===== config.mk =====
export PLATFORM = sky130hd
export DESIGN_NAME = link_staleness_monitor
export DESIGN_NICKNAME = d
export VERILOG_FILES = /design/src/rtl/lsm_pkg.sv /design/src/rtl/link_staleness_monitor.sv
export VERILOG_INCLUDE_DIRS = /design/src /design/src/rtl
export SDC_FILE = /design/constraint.sdc
export NUM_CORES = 1
export LEC_CHECK = 0
export BUFFER_PORTS_ARGS = -buffer_cell sky130_fd_sc_hd__buf_2
export CAP_MARGIN = 5
export CORE_UTILIZATION = 59
export DETAILED_ROUTE_END_ITERATION = 6
export PLACE_DENSITY = 0.84
export SLEW_MARGIN = 0
export SYNTH_ARGS = -nofsm -noshare
export SYNTH_HDL_FRONTEND = slang
export SYNTH_SLANG_ARGS = --single-unit

===== constraint.sdc =====
create_clock -name aclk -period 13.3 [get_ports aclk]
set_clock_uncertainty 0.15 [all_clocks]
set_input_delay 1.33 -clock aclk [delete_from_list [all_inputs] [get_ports aclk]]
set_output_delay 1.33 -clock aclk [all_outputs]
set_load 0.05 [all_outputs]

===== src/rtl/link_staleness_monitor_macros.svh =====
// Assertion macros for the link staleness monitor.
`ifndef LINK_STALENESS_MONITOR_MACROS_SVH
`define LINK_STALENESS_MONITOR_MACROS_SVH

// Check that cons holds in the same cycle as ante, outside reset.
`define LSM_ASSERT_NOW(label, ante, cons, msg) \
    label: assert property (@(posedge aclk) disable iff (!aresetn) (ante) |-> (cons)) \
        else $error(msg);

// Check that cons holds in the cycle after ante, outside reset.
`define LSM_ASSERT_NEXT(label, ante, cons, msg) \
    label: assert property (@(posedge aclk) disable iff (!aresetn) (ante) |=> (cons)) \
        else $error(msg);

`endif


===== src/rtl/lsm_pkg.sv =====
// Shared codes and widths for the link staleness monitor.
package lsm_pkg;

    localparam int CMD_W     = 3;
    localparam int TYPE_W    = 8;
    localparam int TIME_W    = 32;
    localparam int COUNT_W   = 32;
    localparam int CFG_W     = 16;
    localparam int CFG_IDX_W = 1;
    localparam int STATE_W   = 2;

    // Event codes
    localparam logic [CMD_W-1:0] CMD_PROCESSING  = 3'd0;
    localparam logic [CMD_W-1:0] CMD_MSG_VALID   = 3'd1;
    localparam logic [CMD_W-1:0] CMD_MSG_ERROR   = 3'd2;
    localparam logic [CMD_W-1:0] CMD_LINK_UP     = 3'd3;
    localparam logic [CMD_W-1:0] CMD_LINK_LOST   = 3'd4;
    localparam logic [CMD_W-1:0] CMD_ACTIVITY    = 3'd5;
    localparam logic [CMD_W-1:0] CMD_STALE_CHECK = 3'd6;
    localparam logic [CMD_W-1:0] CMD_CONFIG_SENT = 3'd7;

    // Link states
    localparam logic [STATE_W-1:0] LINK_DISCONNECTED = 2'd0;
    localparam logic [STATE_W-1:0] LINK_CONNECTED    = 2'd1;
    localparam logic [STATE_W-1:0] LINK_ACTIVE       = 2'd2;
    localparam logic [STATE_W-1:0] LINK_STALE        = 2'd3;

    // Message states
    localparam logic [STATE_W-1:0] MSG_IDLE       = 2'd0;
    localparam logic [STATE_W-1:0] MSG_PROCESSING = 2'd1;
    localparam logic [STATE_W-1:0] MSG_VALID      = 2'd2;
    localparam logic [STATE_W-1:0] MSG_ERROR      = 2'd3;

    // Configuration register indexes
    localparam logic [CFG_IDX_W-1:0] REG_STALE_TIMEOUT = 1'd0;
    localparam logic [CFG_IDX_W-1:0] REG_GRACE_WINDOW  = 1'd1;

    localparam logic [CFG_W-1:0] STALE_TIMEOUT_RST = 16'd1000;
    localparam logic [CFG_W-1:0] GRACE_WINDOW_RST  = 16'd0;

endpackage


===== src/rtl/link_staleness_monitor.sv =====
// Top level of the link staleness monitor: event decode, status state and handshakes.
`include "link_staleness_monitor_macros.svh"

// Link staleness monitor. Each input beat carries one receiver event (cmd) with the
// current millisecond time (now_ms); each beat yields exactly one output beat, a full
// status snapshot taken after the event is applied. The block takes one beat per clock
// cycle while the output is taken. A beat is captured into the input register at its
// accepting edge and applied once the output side can take a new result, which loads
// the status registers and raises output valid. The snapshot is driven straight from
// the status registers, which change only when a new result is loaded, so a stalled
// output beat holds without a separate copy; while it stalls the input register
// still takes one more beat, then input ready drops until the output is taken. A
// stale check compares the age of the last activity (now_ms minus activity time,
// mod 2^32) against stale_timeout, extended by the unused part of grace_window after
// a config update; a recorded time of zero reads as never. Write configuration only
// while the block is idle.
module link_staleness_monitor (
    input  logic                          aclk,
    input  logic                          aresetn,
    // configuration write port
    input  logic                          cfg_wr_en,
    input  logic [lsm_pkg::CFG_IDX_W-1:0] cfg_index,
    input  logic [lsm_pkg::CFG_W-1:0]     cfg_data,
    // event input
    input  logic                          s_valid,
    output logic                          s_ready,
    input  logic [lsm_pkg::CMD_W-1:0]     s_cmd,
    input  logic [lsm_pkg::TYPE_W-1:0]    s_msg_code,
    input  logic [lsm_pkg::COUNT_W-1:0]   s_seq_number,
    input  logic [lsm_pkg::TIME_W-1:0]    s_now_ms,
    // status output
    output logic                          m_valid,
    input  logic                          m_ready,
    output logic [lsm_pkg::STATE_W-1:0]   m_link_state,
    output logic [lsm_pkg::STATE_W-1:0]   m_msg_status,
    output logic [lsm_pkg::TYPE_W-1:0]    m_last_type,
    output logic [lsm_pkg::COUNT_W-1:0]   m_last_seq,
    output logic [lsm_pkg::COUNT_W-1:0]   m_total_count,
    output logic [lsm_pkg::COUNT_W-1:0]   m_valid_count,
    output logic [lsm_pkg::COUNT_W-1:0]   m_error_count,
    output logic [lsm_pkg::COUNT_W-1:0]   m_stale_count
);
    import lsm_pkg::*;

    // Configuration
    logic [CFG_W-1:0]   stale_timeout_reg;
    logic [CFG_W-1:0]   grace_window_reg;

    // Input stage
    logic               in_valid_reg;
    logic [CMD_W-1:0]   in_cmd_reg;
    logic [TYPE_W-1:0]  in_type_reg;
    logic [COUNT_W-1:0] in_seq_reg;
    logic [TIME_W-1:0]  in_now_reg;

    // Status state, which is also the output snapshot
    logic               m_valid_reg;
    logic [STATE_W-1:0] link_reg,      link_next;
    logic [STATE_W-1:0] msg_reg,       msg_next;
    logic [TYPE_W-1:0]  type_reg,      type_next;
    logic [COUNT_W-1:0] seq_reg,       seq_next;
    logic [COUNT_W-1:0] total_reg,     total_next;
    logic [COUNT_W-1:0] valid_reg,     valid_next;
    logic [COUNT_W-1:0] error_reg,     error_next;
    logic [COUNT_W-1:0] stale_reg,     stale_next;
    logic [TIME_W-1:0]  activity_reg,  activity_next;
    logic [TIME_W-1:0]  config_reg,    config_next;

    // Stale check datapath
    logic [TIME_W-1:0]  since_cfg;
    logic [TIME_W-1:0]  age;
    logic               grace_on;
    logic [CFG_W-1:0]   grace_left;
    logic [CFG_W:0]     limit;
    logic               stale_hit;

    logic advance;   // output side can take a new result
    logic update;    // apply the event held in the input stage

    assign advance = !m_valid_reg || m_ready;
    assign update  = in_valid_reg && advance;
    assign s_ready = !in_valid_reg || advance;

    // Configuration writes
    always_ff @(posedge aclk) begin
        if (!aresetn) begin
            stale_timeout_reg <= STALE_TIMEOUT_RST;
            grace_window_reg  <= GRACE_WINDOW_RST;
        end else if (cfg_wr_en) begin
            unique case (cfg_index)
                REG_STALE_TIMEOUT: stale_timeout_reg <= cfg_data;
                REG_GRACE_WINDOW:  grace_window_reg  <= cfg_data;
                default: ;
            endcase
        end
    end

    // Input register: load on every accepted beat, drain when the update fires
    always_ff @(posedge aclk) begin
        if (!aresetn) begin
            in_valid_reg <= 1'b0;
        end else if (s_ready) begin
            in_valid_reg <= s_valid;
        end
    end

    always_ff @(posedge aclk) begin
        if (s_valid && s_ready) begin
            in_cmd_reg  <= s_cmd;
            in_type_reg <= s_msg_code;
            in_seq_reg  <= s_seq_number;
            in_now_reg  <= s_now_ms;
        end
    end

    // Grace extension: the window is active while a config time is recorded and
    // since_cfg < grace_window; the unused part fits in 16 bits, so the limit needs 17.
    assign since_cfg  = in_now_reg - config_reg;
    assign grace_on   = (grace_window_reg != '0) && (config_reg != '0) &&
                        (since_cfg < {{(TIME_W-CFG_W){1'b0}}, grace_window_reg});
    assign grace_left = grace_on ? (grace_window_reg - since_cfg[CFG_W-1:0]) : '0;
    assign limit      = {1'b0, stale_timeout_reg} + {1'b0, grace_left};
    assign age        = in_now_reg - activity_reg;
    assign stale_hit  = (link_reg == LINK_ACTIVE) && (activity_reg != '0) &&
                        (age > {{(TIME_W-CFG_W-1){1'b0}}, limit});

    // Event decode
    always_comb begin
        link_next     = link_reg;
        msg_next      = msg_reg;
        type_next     = type_reg;
        seq_next      = seq_reg;
        total_next    = total_reg;
        valid_next    = valid_reg;
        error_next    = error_reg;
        stale_next    = stale_reg;
        activity_next = activity_reg;
        config_next   = config_reg;
        unique case (in_cmd_reg)
            CMD_PROCESSING: begin
                msg_next   = MSG_PROCESSING;
                type_next  = in_type_reg;
                seq_next   = in_seq_reg;
                total_next = total_reg + COUNT_W'(1);
            end
            CMD_MSG_VALID: begin
                msg_next   = MSG_VALID;
                valid_next = valid_reg + COUNT_W'(1);
            end
            CMD_MSG_ERROR: begin
                msg_next   = MSG_ERROR;
                error_next = error_reg + COUNT_W'(1);
            end
            CMD_LINK_UP: begin
                link_next     = LINK_CONNECTED;
                activity_next = in_now_reg;
            end
            CMD_LINK_LOST: begin
                link_next = LINK_DISCONNECTED;
                msg_next  = MSG_IDLE;
            end
            CMD_ACTIVITY: begin
                // any link state goes active, disconnected included
                link_next     = LINK_ACTIVE;
                activity_next = in_now_reg;
            end
            CMD_STALE_CHECK: begin
                if (stale_hit) begin
                    link_next  = LINK_STALE;
                    stale_next = stale_reg + COUNT_W'(1);
                end
            end
            CMD_CONFIG_SENT: begin
                config_next = in_now_reg;
            end
            default: ;
        endcase
    end

    // Status registers: advance only with a new result, so they hold a stalled beat
    always_ff @(posedge aclk) begin
        if (!aresetn) begin
            m_valid_reg  <= 1'b0;
            link_reg     <= LINK_DISCONNECTED;
            msg_reg      <= MSG_IDLE;
            type_reg     <= '0;
            seq_reg      <= '0;
            total_reg    <= '0;
            valid_reg    <= '0;
            error_reg    <= '0;
            stale_reg    <= '0;
            activity_reg <= '0;
            config_reg   <= '0;
        end else begin
            if (advance) begin
                m_valid_reg <= in_valid_reg;
            end
            if (update) begin
                link_reg     <= link_next;
                msg_reg      <= msg_next;
                type_reg     <= type_next;
                seq_reg      <= seq_next;
                total_reg    <= total_next;
                valid_reg    <= valid_next;
                error_reg    <= error_next;
                stale_reg    <= stale_next;
                activity_reg <= activity_next;
                config_reg   <= config_next;
            end
        end
    end

    assign m_valid         = m_valid_reg;
    assign m_link_state    = link_reg;
    assign m_msg_status    = msg_reg;
    assign m_last_type     = type_reg;
    assign m_last_seq      = seq_reg;
    assign m_total_count   = total_reg;
    assign m_valid_count   = valid_reg;
    assign m_error_count   = error_reg;
    assign m_stale_count   = stale_reg;

    // Every applied event shows up as an output beat next cycle
    `LSM_ASSERT_NEXT(a_update_gives_beat, update, m_valid_reg, "applied event produced no output beat")
    // Only a stale check may move the stale counter
    `LSM_ASSERT_NEXT(a_stale_count_only_on_check, update && (in_cmd_reg != CMD_STALE_CHECK), $stable(stale_reg), "stale count moved outside a stale check")
    // A stale check leaves a link that is not active alone
    `LSM_ASSERT_NEXT(a_check_needs_active, update && (in_cmd_reg == CMD_STALE_CHECK) && (link_reg != LINK_ACTIVE), $stable(link_reg) && $stable(stale_reg), "stale check changed a link that was not active")
    // An empty input stage always takes a beat
    `LSM_ASSERT_NOW(a_empty_input_ready, !in_valid_reg, s_ready, "input stage empty but not ready")

endmodule


==> results of run 1 <==
per-layer routing:
metal  vias up  GRT usage (%)
li1       8604              -
met1      8253           38.6
met2       558           51.6
met3       116           8.51
met4         4           11.4
met5         -              0
final cells by class:
cell class | instances | area, um2 | share of cell area, %
Antenna cell | 8 | 20.0 | 0.0882
Tap cell | 442 | 553 | 2.44
Clock buffer | 55 | 1140 | 5.01
Sequential cell | 345 | 7660 | 33.8
Timing Repair Buffer | 279 | 1430 | 6.28
Multi-Input combinational cell | 1730 | 11300 | 49.6
Clock inverter | 11 | 121 | 0.535
Inverter | 138 | 518 | 2.28
power breakdown:
group	total [uW]	switching (uW)	internal [uW]
Clock	1060	437	618
Sequential	1120	22.7	1100
Combinational	338	208	130
synthesized netlist by cell type, types with 14 or more instances:
| cell | number | area (um2) |
|---|---|---|
| nor2b_1 | 23 | 144 |
| and2_1 | 89 | 557 |
| mux2i_1 | 28 | 280 |
| nor4_1 | 38 | 238 |
| and3_1 | 34 | 213 |
| nand3_1 | 63 | 315 |
| o21ai_0 | 70 | 350 |
| o311ai_0 | 16 | 140 |
| a21oi_1 | 82 | 410 |
| nor2_1 | 70 | 263 |
| xnor2_1 | 90 | 788 |
| ha_1 | 130 | 1630 |
| clkbuf_1 | 85 | 319 |
| nor3_1 | 38 | 190 |
| nand4_1 | 45 | 282 |
| a31oi_1 | 15 | 93.8 |
| o211ai_1 | 14 | 105 |
| nand2_1 | 412 | 1550 |
| nand2b_1 | 44 | 275 |
| a21boi_0 | 157 | 1180 |
| edfxtp_1 | 75 | 2250 |
| dfxtp_1 | 270 | 5410 |
| xor2_1 | 38 | 333 |
| or3_1 | 30 | 188 |
| a21o_1 | 33 | 248 |
| inv_1 | 138 | 518 |
per-stage QoR:
stage | cell area [um2] | hold WS, ns | util [%] | setup WS [ns]
after floorplan | 19800 | 0.297 | - | 3.93
after global placement | 21400 | 0.300 | 65.3 | 3.07
final | 22700 | 0.314 | 69.2 | 2.50
after global routing | 22700 | 0.331 | 69.2 | 1.76
after CTS | 22700 | 0.316 | 69.1 | 2.66
after detailed placement | 21400 | 0.305 | 65.3 | 2.75
final timing paths:
check | slack [ns] | endpoint | cells past startpoint | start
worst max-delay path | 2.50 | m_stale_count[24] | 40 | in_now_reg[1]
worst min-delay path | 0.31 | m_last_seq[30] | 2 | m_last_seq[30]
worst max register to register | 2.50 | m_stale_count[24] | 40 | in_now_reg[1]
worst min register to register | 0.31 | m_last_seq[30] | 2 | m_last_seq[30]
cells in the final DEF (no fill, tap or decap), drive strengths merged, types with 16 or more instances in the layout:
master and instances:
nor2 70, and2 89, edfxtp 75, nor4 39, a21boi 158, inv 141
a31oi 16, xnor2 90, a21o 33, or3 30, nor3 38, o21ai 74
nand2 412, buf 279, nand2b 44, and3 34, ha 130, nor2b 23
xor2 38, nand3 63, dfxtp 270, o311ai 16, clkbuf 55, nand4 45
mux2i 28, a21oi 82
critical path, delay by kind of cell (launching register included):
kind,cells,cell delay [ns]
XOR/XNOR,2,0.32
flip-flops,1,0.51
adder cells (fa/ha/maj),4,1.25
AND/OR/NAND/NOR,11,2.81
buffers and inverters,2,0.67
AO/OA/AOI/OAI,21,4.91
kinds of logic after synthesis:
logic type | count (synthesis) | synth area share, %
and+or+nand+nor | 935 | 23.3
AOI/OAI and AO/OA | 503 | 17.6
DFF | 345 | 38.6
buffers and inverters | 237 | 4.61
adders and majority gates | 134 | 8.61
xor gates and xnor gates | 128 | 5.66
muxes | 30 | 1.53
==> results.json, run 1 <==
{
  "crit_path_end_kind": "flop",
  "die_w_um": 185,
  "cts_tree": "yes",
  "ys_types": 74,
  "grt_pass1_vias": 16600,
  "fillerInstances": 2553,
  "cp_max_fo": 46,
  "wl_met1_um": 22300,
  "clockRootBuffer": "clkbuf_16",
  "total_power_uw": 2510,
  "period_share_pct": 81.2,
  "critical_path_class": "flop to flop",
  "ys_seq_area_share_pct": 38.6,
  "htree_levels": 2,
  "start_util_pct": 60.5,
  "synthArstFlopShare_pct": 0,
  "fmax_mhz": 92.6,
  "syn_to_final_growth_pct": 14.5,
  "status": "completed",
  "grt_setup_unrepaired": "false",
  "postCtsSetupRepairBufs": 0,
  "ys.flop_type": "dfxtp_1",
  "nets": 2762,
  "syn_nets": 2543,
  "antenna_found_initial": 10,
  "vdd_drop_max_mv": 0.131,
  "layout-drive-gt1-share_pct": 14.3,
  "drt_iter0_markers": 1215,
  "cp-start-kind": "flop",
  "top_layer": "met5",
  "synth-seq-cells": 345,
  "slew_headroom_pct": 25.3,
  "die_y_um": 185,
  "port_buffers": 270,
  "setup-tns-final_ns": 0,
  "place_inst": 2934,
  "p_leak_uw": 0.00919,
  "min_period_ns": 10.80,
  "dp_hpwl_um": 39400,
  "num_vias": 17500,
  "io_pins": 271,
  "critical-path-max-stage-delay_ns": 0.65,
  "numCtsBuffers": 37,
  "path_clk_slew_ns": 0.06,
  "synth_area_mm2": 0.0198,
  "grt_overflow": 0,
  "grt_pass1_wl_um": 85400,
  "maxCapViolations": 0,
  "critPathSlowestCell": "a311oi_2",
  "insertion_delay_ns": 0.56,
  "min_path_type": "flop to flop",
  "tightest_slew_ns": 1.12,
  "antenna_left": 0,
  "synthCells": 2312,
  "wl_met3_um": 4170,
  "grt.total_usage_pct": 31.2,
  "totalWireLength_um": 53500,
  "clk_path_buf_depth": 3,
  "finalSetupViolCount": 0,
  "synth_edf_count": 75,
  "rows": 66,
  "synth-warning-count": 0,
  "dr.pass1.iters": 7,
  "cts_repair_resize_count": 0,
  "wl_met2_um": 25400,
  "fin_cells": 3008,
  "final_max_slew_viol_count": 0,
  "p_per_area_mw_per_mm2": 111,
  "hold_viol": 0,
  "cts_sinks": 345,
  "required_ns": 13.58,
  "routabilityCongestion": 0.964,
  "die_area_mm2": 0.0343,
  "wl_per_cell_um": 17.8,
  "drcViolationCount": 0,
  "viasPerCell": 5.83,
  "synth.avg_cell_area_um2": 8.57,
  "grt_max_degree": 119,
  "cp.arrival_ns": 11.08,
  "core_area_mm2": 0.0328,
  "cts_hold_buf": 0
}
Note: power is estimated with default switching activity, not from simulation.
==> run 2, diff against run 1 <==
--- a/config.mk
+++ b/config.mk
@@ -6,11 +6,12 @@
 export SDC_FILE = /design/constraint.sdc
 export NUM_CORES = 1
 export LEC_CHECK = 0
+export ABC_AREA = 1
 export BUFFER_PORTS_ARGS = -buffer_cell sky130_fd_sc_hd__buf_2
 export CAP_MARGIN = 5
 export CORE_UTILIZATION = 59
 export DETAILED_ROUTE_END_ITERATION = 6
-export PLACE_DENSITY = 0.84
+export PLACE_DENSITY = 0.83
 export SLEW_MARGIN = 0
 export SYNTH_ARGS = -nofsm -noshare
 export SYNTH_HDL_FRONTEND = slang
==> constraint.sdc (replaced) <==
create_clock -name aclk -period 10.8 [get_ports aclk]
set_clock_uncertainty 0.15 [all_clocks]
set_input_delay 1.08 -clock aclk [delete_from_list [all_inputs] [get_ports aclk]]
set_output_delay 1.08 -clock aclk [all_outputs]
set_load 0.05 [all_outputs]
==> results.json, run 2 <==
{
  "status": "completed",
  "port_buffers": 270,
  "io_pins": 271,
  "hold-worst-slack_ns": 0.318,
  "synth.top_cell.area_share_pct": 26.5,
  "drcViolationCount": 0,
  "drt_iter0_markers": 1426,
  "critical-path-max-stage-delay_ns": 0.56,
  "maxCapViolations": 0,
  "insertion_delay_ns": 0.55,
  "p_leak_uw": 0.0104,
  "routabilityCongestion": 0.998,
  "synth-seq-cells": 345,
  "required_ns": 11.08,
  "syn_nets": 3044,
  "cts_sinks": 345,
  "clk_path_buf_depth": 3,
  "synth-warning-count": 0,
  "min_path_type": "flop to flop",
  "cp.arrival_ns": 8.75,
  "synth.avg_cell_area_um2": 7.25,
  "dr.pass1.iters": 6,
  "min_period_ns": 8.47,
  "cp-start-kind": "flop",
  "nets": 3293,
  "num_vias": 19700,
  "die_y_um": 188,
  "critPathSlowestCell": "nand3_2",
  "cp_max_fo": 34,
  "period_share_pct": 78.4,
  "cts_tree": "yes",
  "postCtsSetupRepairBufs": 0,
  "die_w_um": 188,
  "cts_hold_buf": 0,
  "dp_hpwl_um": 43900,
  "p_per_area_mw_per_mm2": 137,
  "crit_path_end_kind": "flop",
  "finalSetupViolCount": 0,
  "setup-tns-final_ns": 0,
  "synth_area_mm2": 0.0204,
  "start_util_pct": 60.3,
  "htree_levels": 2,
  "antenna_left": 0,
  "ys_types": 54,
  "grt_pass1_vias": 18700,
  "antenna_found_initial": 2,
  "grt_setup_unrepaired": "false",
  "cpMostUsedCell": "nand2_1",
  "critical_path_class": "flop to flop",
  "ys.flop_type": "dfxtp_1",
  "ys_seq_area_share_pct": 37.6,
  "grt_overflow": 0,
  "cts_repair_resize_count": 0,
  "fmax_mhz": 118,
  "synthTopCellsByCount": "nand2_1, inv_1, nor2_1",
  "viasPerCell": 5.55,
  "synthArstFlopShare_pct": 0,
  "synthCells": 2813,
  "clockRootBuffer": "clkbuf_16",
  "vdd_drop_max_mv": 0.137,
  "grt_max_degree": 105,
  "synth_edf_count": 75,
  "synth_most_common_cell": "nand2_1",
  "tightest_slew_ns": 1.10,
  "die_area_mm2": 0.0353,
  "wl_per_cell_um": 16.2,
  "hold_viol": 0,
  "synthTopCellsByArea": "dfxtp_1, edfxtp_1, nand2_1",
  "grt.total_usage_pct": 31.8,
  "totalWireLength_um": 57500,
  "rows": 67,
  "final_common_cell": "nand2_1",
  "yosys.area.top_type": "dfxtp_1",
  "layout-drive-gt1-share_pct": 12.9,
  "syn_to_final_growth_pct": 14.1,
  "core_area_mm2": 0.0338,
  "numCtsBuffers": 38,
  "grt_pass1_wl_um": 91900,
  "final_cell_mix": "nand2_1, inv_1, nor2_1",
  "path_clk_slew_ns": 0.06,
  "final_max_slew_viol_count": 0,
  "slew_headroom_pct": 26.6
}
==> run 2: cell types whose count changed after synthesis, sizes merged, moves of 50 or more <==
cell and delta:
xnor2 -58, nand2 +143, a21boi -156, o21ai +137
and2 -83, a21oi +191, nor2 +285, inv +235
nor3 +50
==> run 2: per-layer routing <==
metal / up-vias / global-route usage, % / share of wire, %
met5: - / 0 / 0
met4: 0 / 10.7 / 3.2
li1: 9787 / - / -
met1: 9039 / 41.0 / 43
met2: 718 / 53.1 / 46
met3: 116 / 6.27 / 7.7
==> run 2: logic make-up (layout without fill, tap and decap cells) <==
group                      Yosys count  in the layout  synth area share (%)
and+or+nand+nor                   1245           1245                  27.1
AOI/OAI and AO/OA                  531            531                  13.8
buffers and inverters              445            724                  8.41
DFF                                345            345                  37.6
adders and majority gates          134            134                  8.37
xor gates and xnor gates           113            113                  4.85
other                                0              2                     0
==> run 2: final cells by class <==
| cell class | instances | area, um2 |
|---|---|---|
| antenna | 2 | 5.00 |
| fill | 2907 | 10500 |
| multi-input combinational | 2023 | 11000 |
| timing repair buffer | 279 | 1430 |
| inverter | 375 | 1410 |
| tap | 448 | 561 |
| sequential | 345 | 7660 |
| clock inverter | 19 | 145 |
| clock buffer | 51 | 1040 |
==> run 2: final timing paths <==
check               startpoint           endpoint  slack [ns]  cells past startpoint
max              in_now_reg[0]   m_stale_count[1]        2.33                     47
min          m_error_count[30]  m_error_count[30]        0.32                      2
max reg2reg      in_now_reg[0]   m_stale_count[1]        2.33                     47
min reg2reg  m_error_count[30]  m_error_count[30]        0.32                      2
==> run 2: where the power goes <==
group          total [uW]  switching (uW)  leakage [uW]  internal [uW]
registers            1390            29.5       0.00292           1360
logic                 550             362       0.00690            188
clock network        1250             544      0.000571            708
total                3190             936        0.0104           2260
==> run 2: worst max-delay path, delay by kind of cell, from the launching register on <==
kind / cells / cell delay, ns
AOI/OAI and AO/OA: 9 / 1.71
xor gates and xnor gates: 2 / 0.44
adders and majority gates: 5 / 1.54
buffers and inverters: 3 / 0.40
DFF: 1 / 0.35
and+or+nand+nor: 28 / 3.77
==> run 2: per-stage QoR <==
step | instance area (um2) | util, % | instances | setup WS, ns | power, uW
floorplan | 20400 | - | 2813 | 4.36 | 1800
global placement | 22100 | 65.3 | 3469 | 2.88 | 1940
detailed placement | 22100 | 65.3 | 3469 | 2.59 | 1950
CTS | 23200 | 68.8 | 3539 | 2.52 | 3190
global route | 23300 | 68.9 | 3542 | 1.49 | 3320
finish | 23300 | 68.9 | 3542 | 2.33 | 3190
